[config.mk]
export PLATFORM = sky130hd
export DESIGN_NAME = bts_ctrl
export DESIGN_NICKNAME = d
export VERILOG_FILES = /design/src/rtl/bts_pkg.sv /design/src/rtl/bts_ctrl.sv
export SDC_FILE = /design/constraint.sdc
export NUM_CORES = 1
export LEC_CHECK = 0
export ABC_AREA = 1
export BUFFER_PORTS_ARGS = -buffer_cell sky130_fd_sc_hd__buf_2
export CAP_MARGIN = 20
export CORE_AREA = 2 2 39 41
export DETAILED_ROUTE_END_ITERATION = 10
export DIE_AREA = 0 0 41 43
export GPL_ROUTABILITY_DRIVEN = 0
export PLACE_DENSITY = 0.66
export SYNTH_ARGS = -nofsm -noshare
export SYNTH_HDL_FRONTEND = slang
export SYNTH_SLANG_ARGS = --single-unit
[constraint.sdc]
create_clock -name clock -period 1 [get_ports clock]
set_clock_uncertainty 0.05 [all_clocks]
set_input_delay 0.2 -clock clock [delete_from_list [all_inputs] [get_ports clock]]
set_output_delay 0.2 -clock clock [all_outputs]
set_load 0.01 [all_outputs]
[src/rtl/bts_pkg.sv]
// bts_pkg: shared constants, types and helper functions of the texture sampler
// used by bts_ctrl, bts_dp, the top level and the checker; depends on nothing
`default_nettype none
package bts_pkg;

   localparam int MAX_WIDTH  = 256;
   localparam int MAX_HEIGHT = 256;
   localparam int XW         = $clog2(MAX_WIDTH);
   localparam int YW         = $clog2(MAX_HEIGHT);
   localparam int ADDR_W     = XW + YW;
   localparam int MEM_DEPTH  = MAX_WIDTH * MAX_HEIGHT;
   localparam int WORD_W     = 64;
   localparam int CH_W       = 17;
   localparam int RAW_W      = 16;
   localparam int SIZE_W     = 9;
   localparam int T_W        = 26;
   localparam int IN_W       = 136;
   localparam int OUT_W      = 72;
   localparam int CSR_W      = 9;

   localparam logic [SIZE_W-1:0] SIZE_MAX_X = SIZE_W'(MAX_WIDTH);
   localparam logic [SIZE_W-1:0] SIZE_MAX_Y = SIZE_W'(MAX_HEIGHT);

   typedef enum logic [1:0] {
      OP_STORE    = 2'd0,
      OP_BILINEAR = 2'd1,
      OP_POINT    = 2'd2,
      OP_NONE     = 2'd3
   } op_type;

   typedef enum logic [1:0] {
      REG_FORMAT = 2'd0,
      REG_BYTES  = 2'd1,
      REG_WIDTH  = 2'd2,
      REG_HEIGHT = 2'd3
   } reg_type;

   typedef enum logic [2:0] {
      FMT_R    = 3'd0,
      FMT_RG   = 3'd1,
      FMT_RA   = 3'd2,
      FMT_RGBA = 3'd3,
      FMT_RGBX = 3'd4
   } fmt_type;

   typedef enum logic [1:0] {
      BSEL_TOP  = 2'd0,
      BSEL_BOT  = 2'd1,
      BSEL_VERT = 2'd2
   } bsel_type;

   typedef enum logic [3:0] {
      ST_CLEAR, ST_IDLE, ST_SPLIT, ST_INDEX, ST_WRITE,
      ST_RD0, ST_RD1, ST_RD2, ST_RD3, ST_CAP,
      ST_BL_TOP, ST_BL_BOT, ST_BL_VERT, ST_FINISH
   } state_type;

   typedef logic [CH_W-1:0] chan_type;
   typedef chan_type [3:0] pix_type;

   typedef struct packed {
      logic     valid;
      logic [1:0] idx;
   } slot_type;

   typedef struct packed {
      logic       clear_step;
      logic       load_in;
      logic       split;
      logic       index;
      logic       write;
      logic       rd_en;
      logic [1:0] rd_sel;
      logic       blend_en;
      bsel_type   blend_sel;
      logic       load_out;
   } cmd_type;

   typedef struct packed {
      logic   clear_last;
      op_type op;
      logic   out_full;
   } status_type;

   // storage slot of channel ch (r, g, b, a) under format fmt
   function automatic slot_type slot_lookup(input logic [2:0] fmt, input logic [1:0] ch);
      slot_type s;
      s = '0;
      unique case (fmt)
         FMT_R:    if (ch == 2'd0) s = '{1'b1, 2'd0};
         FMT_RG:   if (ch <= 2'd1) s = '{1'b1, ch};
         FMT_RA: begin
            if (ch == 2'd0) s = '{1'b1, 2'd0};
            if (ch == 2'd3) s = '{1'b1, 2'd1};
         end
         FMT_RGBA: s = '{1'b1, ch};
         FMT_RGBX: if (ch <= 2'd2) s = '{1'b1, ch};
         default:  s = '0;
      endcase
      return s;
   endfunction

   function automatic logic [5:0] slot_shift(input logic [1:0] idx, input logic wide);
      return wide ? {idx, 4'd0} : {1'b0, idx, 3'd0};
   endfunction

endpackage
`default_nettype wire

[src/rtl/bts_ctrl.sv]
// bts_ctrl: sequencer of the sampler, clear pass, store and sample steps
// depends on bts_pkg
`default_nettype none
module bts_ctrl
   import bts_pkg::*;
(
   input  wire logic       clock,
   input  wire logic       reset,
   input  wire logic       req_tvalid,
   output logic            req_tready,
   input  wire status_type status,
   output cmd_type         cmd
);

   state_type state_ff, state_in;

   always_ff @(posedge clock) begin
      if (reset) begin
         state_ff <= ST_CLEAR;
      end else begin
         state_ff <= state_in;
      end
   end

   always_comb begin
      state_in = state_ff;
      unique case (state_ff)
         ST_CLEAR:   if (status.clear_last) state_in = ST_IDLE;
         ST_IDLE:    if (req_tvalid) state_in = ST_SPLIT;
         ST_SPLIT: begin
            unique case (status.op)
               OP_STORE:              state_in = ST_WRITE;
               OP_BILINEAR, OP_POINT: state_in = ST_INDEX;
               default:               state_in = ST_IDLE;
            endcase
         end
         ST_WRITE:   state_in = ST_IDLE;
         ST_INDEX:   state_in = ST_RD0;
         ST_RD0:     state_in = ST_RD1;
         ST_RD1:     state_in = ST_RD2;
         ST_RD2:     state_in = ST_RD3;
         ST_RD3:     state_in = ST_CAP;
         ST_CAP:     state_in = ST_BL_TOP;
         ST_BL_TOP:  state_in = ST_BL_BOT;
         ST_BL_BOT:  state_in = ST_BL_VERT;
         ST_BL_VERT: state_in = ST_FINISH;
         ST_FINISH:  if (!status.out_full) state_in = ST_IDLE;
         default:    state_in = ST_CLEAR;
      endcase
   end

   always_comb begin
      cmd        = '0;
      req_tready = 1'b0;
      unique case (state_ff)
         ST_CLEAR:   cmd.clear_step = 1'b1;
         ST_IDLE: begin
            req_tready  = 1'b1;
            cmd.load_in = req_tvalid;
         end
         ST_SPLIT:   cmd.split = 1'b1;
         ST_WRITE:   cmd.write = 1'b1;
         ST_INDEX:   cmd.index = 1'b1;
         ST_RD0: begin
            cmd.rd_en  = 1'b1;
            cmd.rd_sel = 2'd0;
         end
         ST_RD1: begin
            cmd.rd_en  = 1'b1;
            cmd.rd_sel = 2'd1;
         end
         ST_RD2: begin
            cmd.rd_en  = 1'b1;
            cmd.rd_sel = 2'd2;
         end
         ST_RD3: begin
            cmd.rd_en  = 1'b1;
            cmd.rd_sel = 2'd3;
         end
         ST_CAP:     cmd = '0;
         ST_BL_TOP: begin
            cmd.blend_en  = 1'b1;
            cmd.blend_sel = BSEL_TOP;
         end
         ST_BL_BOT: begin
            cmd.blend_en  = 1'b1;
            cmd.blend_sel = BSEL_BOT;
         end
         ST_BL_VERT: begin
            cmd.blend_en  = 1'b1;
            cmd.blend_sel = BSEL_VERT;
         end
         ST_FINISH:  cmd.load_out = !status.out_full;
         default:    cmd = '0;
      endcase
   end

endmodule
`default_nettype wire

==> results of run 1 <==
-- worst reg2reg max path, delay by kind of cell, from the launching register on --
kind            cells  cell delay (ns)
flops               1             0.40
buf+inv             3             0.33
simple gates        4             0.29
compound gates      1             0.11
-- final timing paths --
| check | to | start | slack, ns |
|---|---|---|---|
| max | cmd[10] | state_ff[1] | -0.37 |
| min | state_ff[0] | reset | 0.13 |
| max reg2reg | state_ff[0] | state_ff[1] | -0.24 |
| min reg2reg | state_ff[0] | state_ff[3] | 0.69 |
-- synthesized netlist by cell type, types with 2 or more instances --
cell | count | area, µm²
nand2_2 | 4 | 25.0
nand3_1 | 7 | 35.0
o21ai_2 | 2 | 17.5
nor2_2 | 4 | 25.0
nor2_1 | 9 | 33.8
nand3_2 | 2 | 20.0
nand2_1 | 16 | 60.1
inv_1 | 10 | 37.5
nor3_1 | 2 | 10.0
a21oi_1 | 3 | 15.0
dfxtp_1 | 4 | 80.1
nand2_4 | 2 | 22.5
inv_2 | 5 | 18.8
o21ai_0 | 2 | 10.0
-- cell type report --
| type | count | area share |
|---|---|---|
| Tap cell | 16 | 0.0219 |
| Sequential cell | 4 | 0.104 |
| Inverter | 16 | 0.0823 |
| Multi-Input combinational cell | 58 | 0.498 |
| Timing Repair Buffer | 34 | 0.265 |
| Clock buffer | 4 | 0.0288 |
-- where the power goes --
group          total, mW  internal (mW)  leakage (nW)  switching, mW
logic              0.597          0.265         0.442          0.332
clock network      0.220          0.150        0.0150         0.0704
registers          0.241          0.182        0.0355         0.0586
-- per-layer routing --
metal,GRT usage,vias to the layer above,share of wire
met5,0,-,0
met4,0.120,0,0.0078
met3,0.0157,2,0.025
met2,0.313,12,0.58
met1,0.228,289,0.39
li1,-,320,-
-- through the flow --
step / total power [mW] / cell area, µm²
after floorplan: 0.552 / 544
after global placement: 0.637 / 686
after detailed placement: 0.641 / 686
after CTS: 0.935 / 802
after global routing: 1.14 / 912
final: 1.06 / 912
-- timing repair --
item | 4_1_cts | 5_1_grt
setup endpoints to repair | 17 | 17
gates resized for setup | 15 | 19
pin swaps | 5 | 5
buffers inserted | 4 | 6
cloned | 0 | 0
-- cell families after synthesis --
kind of cell,share of synthesized area
flip-flops,0.164
AND/OR/NAND/NOR,0.558
adder cells (fa/ha/maj),0.0256
AO/OA/AOI/OAI,0.102
buffers and inverters,0.151
==> results by group, run 1 <==
STA
  – Final hold viol count: 0
  – Tcrit/Tclk final: 1.37
  – Unrepaired setup endpoints after global routing: true
  – Worst hold slack: 0.132 ns
  – Max Freq: 0.728 GHz
  – Final setup margin: -0.374 ns
  – Slew Limit Fails: 0
  – Min cycle time layout: 1.37 ns
  – # setup viols final: 17
  – Worst slew margin: 0.850
  – Slew @ Worst Pin: 0.223 ns
  – Setup_tns: -5.30 ns

Critical path
  – Largest fanout on the critical path: 5
  – Critical path endpoint category: primary output
  – Crit-path cells: buf_6, nor2_8, inv_2, nor3_2, buf_2
  – Critical path's slowest cell: dfxtp_4
  – Crit path arrival time: 1.12 ns
  – Crit. path cell count: 5
  – Critical Path RT: 0.75 ns
  – Crit-path leading delay family: flip-flops
  – Setup Crit Path Kind: reg2out
  – WP buf/inv: 3
  – Cells on worst reg2reg path: 8
  – Startpoint types: flip-flop
  – Worst path max stage delay: 0.37 ns

Placement
  – Setup Slack @ Placement: -0.226 ns
  – Placed Cells: 118
  – Post-detail-place hpwl: 1040 µm
  – Number of port buffers: 19

Detailed routing
  – DRC: 0
  – Antenna-violating nets left: 0
  – Wire per inst: 11.7 µm
  – 1st-iter DRT viols: 9
  – Vias/cell: 4.72
  – DR vias: 623
  – Drt first pass iters: 4
  – Detailed Route WL: 1540 µm

Synth
  – Async set or reset register ratio after synthesis: 0
  – Mapped cell area: 489 µm²
  – Post-synth top flop: dfxtp_1
  – Syn Area/Cell: 6.19 µm²
  – Post-synth EDFFs: 0
  – Library cells used by synthesis: 21
  – Post-synthesis sequential area ratio: 0.164
  – Gate Count Post-Synth: 79
  – Yosys synthesis warning count: 0
  – Net Count, Synth: 87
  – Synth Register Bits: 4

Clock network
  – Clock transition at the registers of the reported paths: 0.04 ns
  – CTS tree: yes
  – Skew-Pair Late Insertion Delay: 0.24 ns
  – # hold bufs at CTS: 0
  – Root Driver: clkbuf_4
  – Clk buf depth: 2
  – H-tree levels: 1
  – Clk sinks: 4
  – Num CTS Buffers: 3

Die
  – FP Rows: 14
  – Width of the die: 41 µm
  – Core area: 1380 µm²
  – Die height: 43 µm
  – I/O Pins: 20
  – Die area: 1760 µm²
  – Initial Utilization: 0.354

Cells and area
  – Register area: 95.1 µm²
  – Most frequent cells in the layout: 16 x buf_2, 11 x buf_4, 10 x nand2_1
  – Max FFs per register: 4
  – ANT cells: 0
  – Largest registers: state_ff (4)
  – Layout Area Growth over Synthesis: 86.4%
  – Share of layout cells above drive strength 1: 0.724
  – Area of the multi-input gates: 454 µm²
  – Final Util: 0.659
  – Layout Cells excl Fill: 132
  – Fillcell total: 125
  – Biggest register: state_ff
  – Total Nets Final: 125
  – Commonest non-fill, non-tap cell in the layout: buf_2

Global routing
  – Vias in the first global route: 559
  – First-pass GRT wire length: 2260 µm
  – Initial antenna violation count: 0
  – Grt ovf: 0
  – Overall global routing resource usage: 0.193
  – Pin count of the biggest net entering global routing: 11

Hold path
  – Worst hold path type: in2reg
  – Hold Crit Depth: 2

Pwr
  – Max VDD drop: 0.000880 V
  – Pwr Density: 1160 nW/µm²
  – Leakage: 0.493 nW

Job
  – Max-cap check violation count: 0

Outcome
  – Status: complete, but fails checks
  – Failing checks: setup timing
No activity file was read; power rests on OpenSTA's default activity.
==> inputs of run 2 (changes only) <==
- BUFFER_PORTS_ARGS: -buffer_cell sky130_fd_sc_hd__buf_2 -> -buffer_cell sky130_fd_sc_hd__buf_4
==> results by group, run 2 (synthesis results as in run 1) <==
Critical path
  – Startpoint types: flip-flop
  – Largest fanout on the critical path: 6
  – Setup Crit Path Kind: reg2out
  – Cells on worst reg2reg path: 8
  – Critical path endpoint category: primary output
  – Critical Path RT: 0.75 ns
  – Crit path arrival time: 1.14 ns

STA
  – Min cycle time layout: 1.39 ns
  – Slew Limit Fails: 0
  – Unrepaired setup endpoints after global routing: true
  – Max Freq: 0.719 GHz
  – # setup viols final: 17
  – Worst slew margin: 0.850
  – Tcrit/Tclk final: 1.39
  – Final hold viol count: 0
  – Slew @ Worst Pin: 0.224 ns
  – Final setup margin: -0.392 ns

Cells and area
  – Most frequent cells in the layout: 22 x buf_4, 12 x nand2_1, 8 x inv_1, 8 x buf_6
  – Total Nets Final: 122
  – Biggest register: state_ff
  – ANT cells: 0
  – Final Util: 0.680
  – Layout Area Growth over Synthesis: 92.3%
  – Share of layout cells above drive strength 1: 0.690
  – Commonest non-fill, non-tap cell in the layout: buf_4
  – Layout Cells excl Fill: 129
  – Max FFs per register: 4
  – Largest registers: state_ff (4)

Detailed routing
  – DR vias: 608
  – Vias/cell: 4.71
  – Met3 wire len: 50 µm
  – Drt first pass iters: 4
  – Antenna-violating nets left: 0
  – Wire per inst: 11.1 µm
  – Detailed Route WL: 1440 µm
  – DR top layer: met4
  – Metal-1 WL: 595 µm
  – 1st-iter DRT viols: 8
  – DRC: 0
  – Metal2 WL: 786 µm

Global routing
  – Grt ovf: 0
  – First-pass GRT wire length: 2210 µm
  – Initial antenna violation count: 0
  – Vias in the first global route: 552
  – Pin count of the biggest net entering global routing: 7
  – Overall global routing resource usage: 0.181

Die
  – I/O Pins: 20
  – Core area: 1380 µm²
  – FP Rows: 14
  – Die area: 1760 µm²
  – Width of the die: 41 µm
  – Die height: 43 µm
  – Initial Utilization: 0.354

Clock network
  – Skew-Pair Late Insertion Delay: 0.23 ns
  – H-tree levels: 1
  – # hold bufs at CTS: 0
  – Clk buf depth: 2
  – CTS tree: yes
  – Root Driver: clkbuf_4
  – Num CTS Buffers: 3
  – Clock transition at the registers of the reported paths: 0.04 ns
  – Clk sinks: 4

Hold path
  – Hold Crit Depth: 2
  – Worst hold path type: in2reg

Job
  – Max-cap check violation count: 0

Placement
  – Placed Cells: 119
  – Setup Slack @ Placement: -0.162 ns
  – Post-detail-place hpwl: 1100 µm
  – Number of port buffers: 19

Pwr
  – Final Power: 1.12 mW
  – Max VDD drop: 0.000853 V
  – Leakage: 0.485 nW
  – Pwr Density: 1190 nW/µm²

Outcome
  – Failing checks: setup timing
  – Status: complete, but fails checks
## run 2: final cells by class
cell class / instances / area (µm²)
inverters: 16 / 77.6
clock buffers: 4 / 26.3
flip-flops and latches: 4 / 92.6
repair buffers: 31 / 275
fillers: 114 / 443
multi-input cells: 58 / 449
well taps: 16 / 20.0
## run 2: path summary, 6_finish.rpt
check,startpoint,end,slack (ns)
setup / recovery,state_ff[1],cmd[6],-0.39
hold / removal,reset,state_ff[0],0.09
setup reg to reg,state_ff[0],state_ff[2],-0.22
hold reg to reg,state_ff[3],state_ff[0],0.68
## run 2: timing repair
item,4_1_cts,5_1_grt
gates resized for setup,11,20
buffers inserted,3,3
hold endpoints to repair,0,0
endpoints found under the setup margin,17,17
pin swaps,5,1
## run 2: stage by stage
stage	hold WS (ns)	area, µm²	TNS, ns
2_1_floorplan	0.209	544	-0.309
3_3_place_gp	0.333	753	-1.56
3_5_place_dp	0.336	753	-1.76
4_1_cts	0.0937	843	-5.11
5_1_grt	0.0891	941	-6.21
6_report	0.0912	941	-5.23
## run 2: layer usage
metal,up-vias,track usage
met3,2,0.0209
li1,314,-
met5,-,0
met1,274,0.219
met4,0,0.0733
met2,18,0.303
## run 2: report_power, final
part	internal [mW]	total, mW	leakage (nW)	switching, mW
logic	0.323	0.682	0.434	0.359
clock network	0.150	0.214	0.0150	0.0643
registers	0.182	0.227	0.0352	0.0451
total	0.654	1.12	0.485	0.468
## run 2: worst max-delay path, cell delays in order, from the launching register on
cell	delay, ns
dfxtp_2	0.33
buf_12	0.14
nor2_4	0.13
buf_4	0.13
o21ai_2	0.05
buf_4	0.14
==> inputs of run 3 (changes only) <==
- ABC_AREA: 1 -> 0
- GPL_TIMING_DRIVEN: not set -> 0
- PLACE_DENSITY: 0.66 -> not set
==> results by group, run 3 <==
Detailed routing
  – Detailed Route WL: 1870 µm
  – 1st-iter DRT viols: 15
  – Wire per inst: 14.5 µm
  – DR top layer: met4
  – Drt first pass iters: 4
  – DRC: 0
  – Met3 wire len: 80 µm
  – Metal-1 WL: 748 µm
  – Vias/cell: 5.26
  – DR vias: 679
  – Antenna-violating nets left: 0
  – Metal2 WL: 1030 µm

Synth
  – Commonest cells in the netlist: 11 x nor2_1, 7 x nand2_1, 7 x nor3_1
  – Syn Area/Cell: 6.60 µm²
  – Post-synth top area share: 0.176
  – Most frequent cell after synthesis: nor2_1
  – Post-synthesis sequential area ratio: 0.176
  – Synth area leaders: dfxtp_1 18%, nor2_1 9.1%, nor3_1 7.7%, nand2_1 5.8%, buf_4 4.9%
  – Yosys synthesis warning count: 0
  – Post-synth top flop: dfxtp_1
  – Library cells used by synthesis: 28
  – Mapped cell area: 455 µm²
  – Gate Count Post-Synth: 69
  – Net Count, Synth: 77
  – Async set or reset register ratio after synthesis: 0
  – Synth Register Bits: 4
  – Post-synth EDFFs: 0
  – Synth area leader: dfxtp_1

Critical path
  – Largest fanout on the critical path: 5
  – Launch point of the critical path: state_ff[2]
  – Critical Path RT: 0.75 ns
  – Startpoint types: flip-flop
  – Crit path arrival time: 1.28 ns
  – Critical path's slowest cell: dfxtp_4
  – Critical path endpoint category: primary output
  – Crit-path cells: or2_4, nor2_4, and2_4, buf_6
  – Worst path max stage delay: 0.36 ns
  – R2R Path Start: state_ff[2]
  – Setup Crit Path Kind: reg2out

Outcome
  – Failing checks: setup timing
  – Status: complete, but fails checks

Hold path
  – Hold_sp: reset
  – Worst hold path type: in2reg

STA
  – Final setup margin: -0.529 ns
  – Slew Limit Fails: 0
  – Slew @ Worst Pin: 0.258 ns
  – Final hold viol count: 0
  – Min cycle time layout: 1.53 ns
  – Worst slew margin: 0.827
  – Tcrit/Tclk final: 1.53
  – Unrepaired setup endpoints after global routing: true
  – # setup viols final: 17
  – Max Freq: 0.654 GHz

Pwr
  – Net switching power: 0.348 mW
  – Pwr Density: 918 nW/µm²
  – Clk network pwr share: 0.202
  – Max VDD drop: 0.000828 V
  – Leakage: 0.473 nW
  – Flop pwr share: 0.187
  – Internal power: 0.652 mW
  – Combinational share of power: 0.611
  – Sw Share: 0.348

Die
  – Initial Utilization: 0.329
  – I/O Pins: 20
  – FP Rows: 14
  – Width of the die: 41 µm
  – Die height: 43 µm
  – Die area: 1760 µm²
  – Core area: 1380 µm²

Clock network
  – Clk buf depth: 2
  – Clock transition at the registers of the reported paths: 0.04 ns
  – H-tree levels: 1
  – Skew-Pair Late Insertion Delay: 0.23 ns
  – CTS tree: yes
  – Clk sinks: 4
  – Num CTS Buffers: 3
  – Root Driver: clkbuf_4
  – # hold bufs at CTS: 0

Job
  – Max-cap check violation count: 0

Global routing
  – Grt ovf: 0
  – Pin count of the biggest net entering global routing: 11
  – Initial antenna violation count: 0
  – Overall global routing resource usage: 0.222
  – Vias in the first global route: 593
  – First-pass GRT wire length: 2650 µm

Cells and area
  – Fillcell total: 97
  – Biggest register: state_ff
  – Layout Area Growth over Synthesis: 139%
  – Largest registers: state_ff (4)
  – Most frequent cells in the layout: 26 x buf_4, 14 x buf_6, 5 x nor2_1
  – Layout Cells excl Fill: 129
  – ANT cells: 0
  – Share of layout cells above drive strength 1: 0.761
  – Final Util: 0.788
  – Commonest non-fill, non-tap cell in the layout: buf_4
  – Max FFs per register: 4
  – Total Nets Final: 123

Placement
  – Number of port buffers: 19
  – Post-detail-place hpwl: 963 µm
  – Placed Cells: 104
## run 3: repair_timing
item                                   4_1_cts  5_1_grt
gates resized for setup                     38       14
setup endpoints to repair                   17       17
endpoints found under the hold margin        0        0
pin swaps                                   12       11
cloned                                       1        0
buffers inserted                            14        8
## run 3: stage by stage
stage | hold slack (ns) | setup TNS, ns | area [µm²] | total power, mW | setup slack (ns)
floorplan | 0.212 | -1.31 | 532 | 0.421 | -0.156
global placement | 0.354 | -3.55 | 694 | 0.521 | -0.320
detailed placement | 0.351 | -3.52 | 694 | 0.522 | -0.324
CTS | 0.100 | -6.19 | 992 | 0.953 | -0.455
global route | 0.114 | -7.48 | 1090 | 1.05 | -0.558
finish | 0.117 | -6.63 | 1090 | 1.00 | -0.529
## run 3: power by group through the flow
stage                     clock network (mW)  logic [mW]  registers, mW
after detailed placement                   0       0.334          0.187
after floorplan                            0       0.235          0.186
after global routing                   0.220       0.643          0.189
final                                  0.202       0.611          0.187
after global placement                     0       0.333          0.187
after CTS                              0.210       0.558          0.185
## run 3: worst paths after layout
| kind | to | slack [ns] | depth (start not counted) |
|---|---|---|---|
| setup / recovery | cmd[10] | -0.53 | 4 |
| hold / removal | state_ff[3] | 0.12 | 2 |
| setup reg to reg | state_ff[0] | -0.40 | 5 |
| hold reg to reg | state_ff[2] | 0.57 | 2 |
## run 3: cells by family (layout without fill, tap and decap cells)
kind of cell | after synthesis | in the layout | synth area share
buffers and inverters | 10 | 54 | 0.113
AO/OA/AOI/OAI | 17 | 17 | 0.253
adder cells (fa/ha/maj) | 1 | 1 | 0.0275
AND/OR/NAND/NOR | 37 | 37 | 0.431
flip-flops | 4 | 4 | 0.176
## run 3: area by class of cell
type | instances | area [µm²] | area share
multi-input cells | 55 | 468 | 0.429
repair buffers | 41 | 389 | 0.357
flip-flops and latches | 4 | 92.6 | 0.0850
plain buffers | 5 | 71.3 | 0.0654
inverters | 5 | 26.3 | 0.0241
clock buffers | 3 | 22.5 | 0.0207
well taps | 16 | 20.0 | 0.0184
## run 3: critical path: cells and delay by family (launching register included)
kind                   cells  cell delay, ns
and+or+nand+nor            3            0.59
DFF                        1            0.36
buffers and inverters      1            0.09
## run 3: routing by layer
metal,GRT usage,vias to the layer above
met1,0.258,322
met2,0.372,23
li1,-,332
met5,0,-
met3,0.0314,2
met4,0.107,0
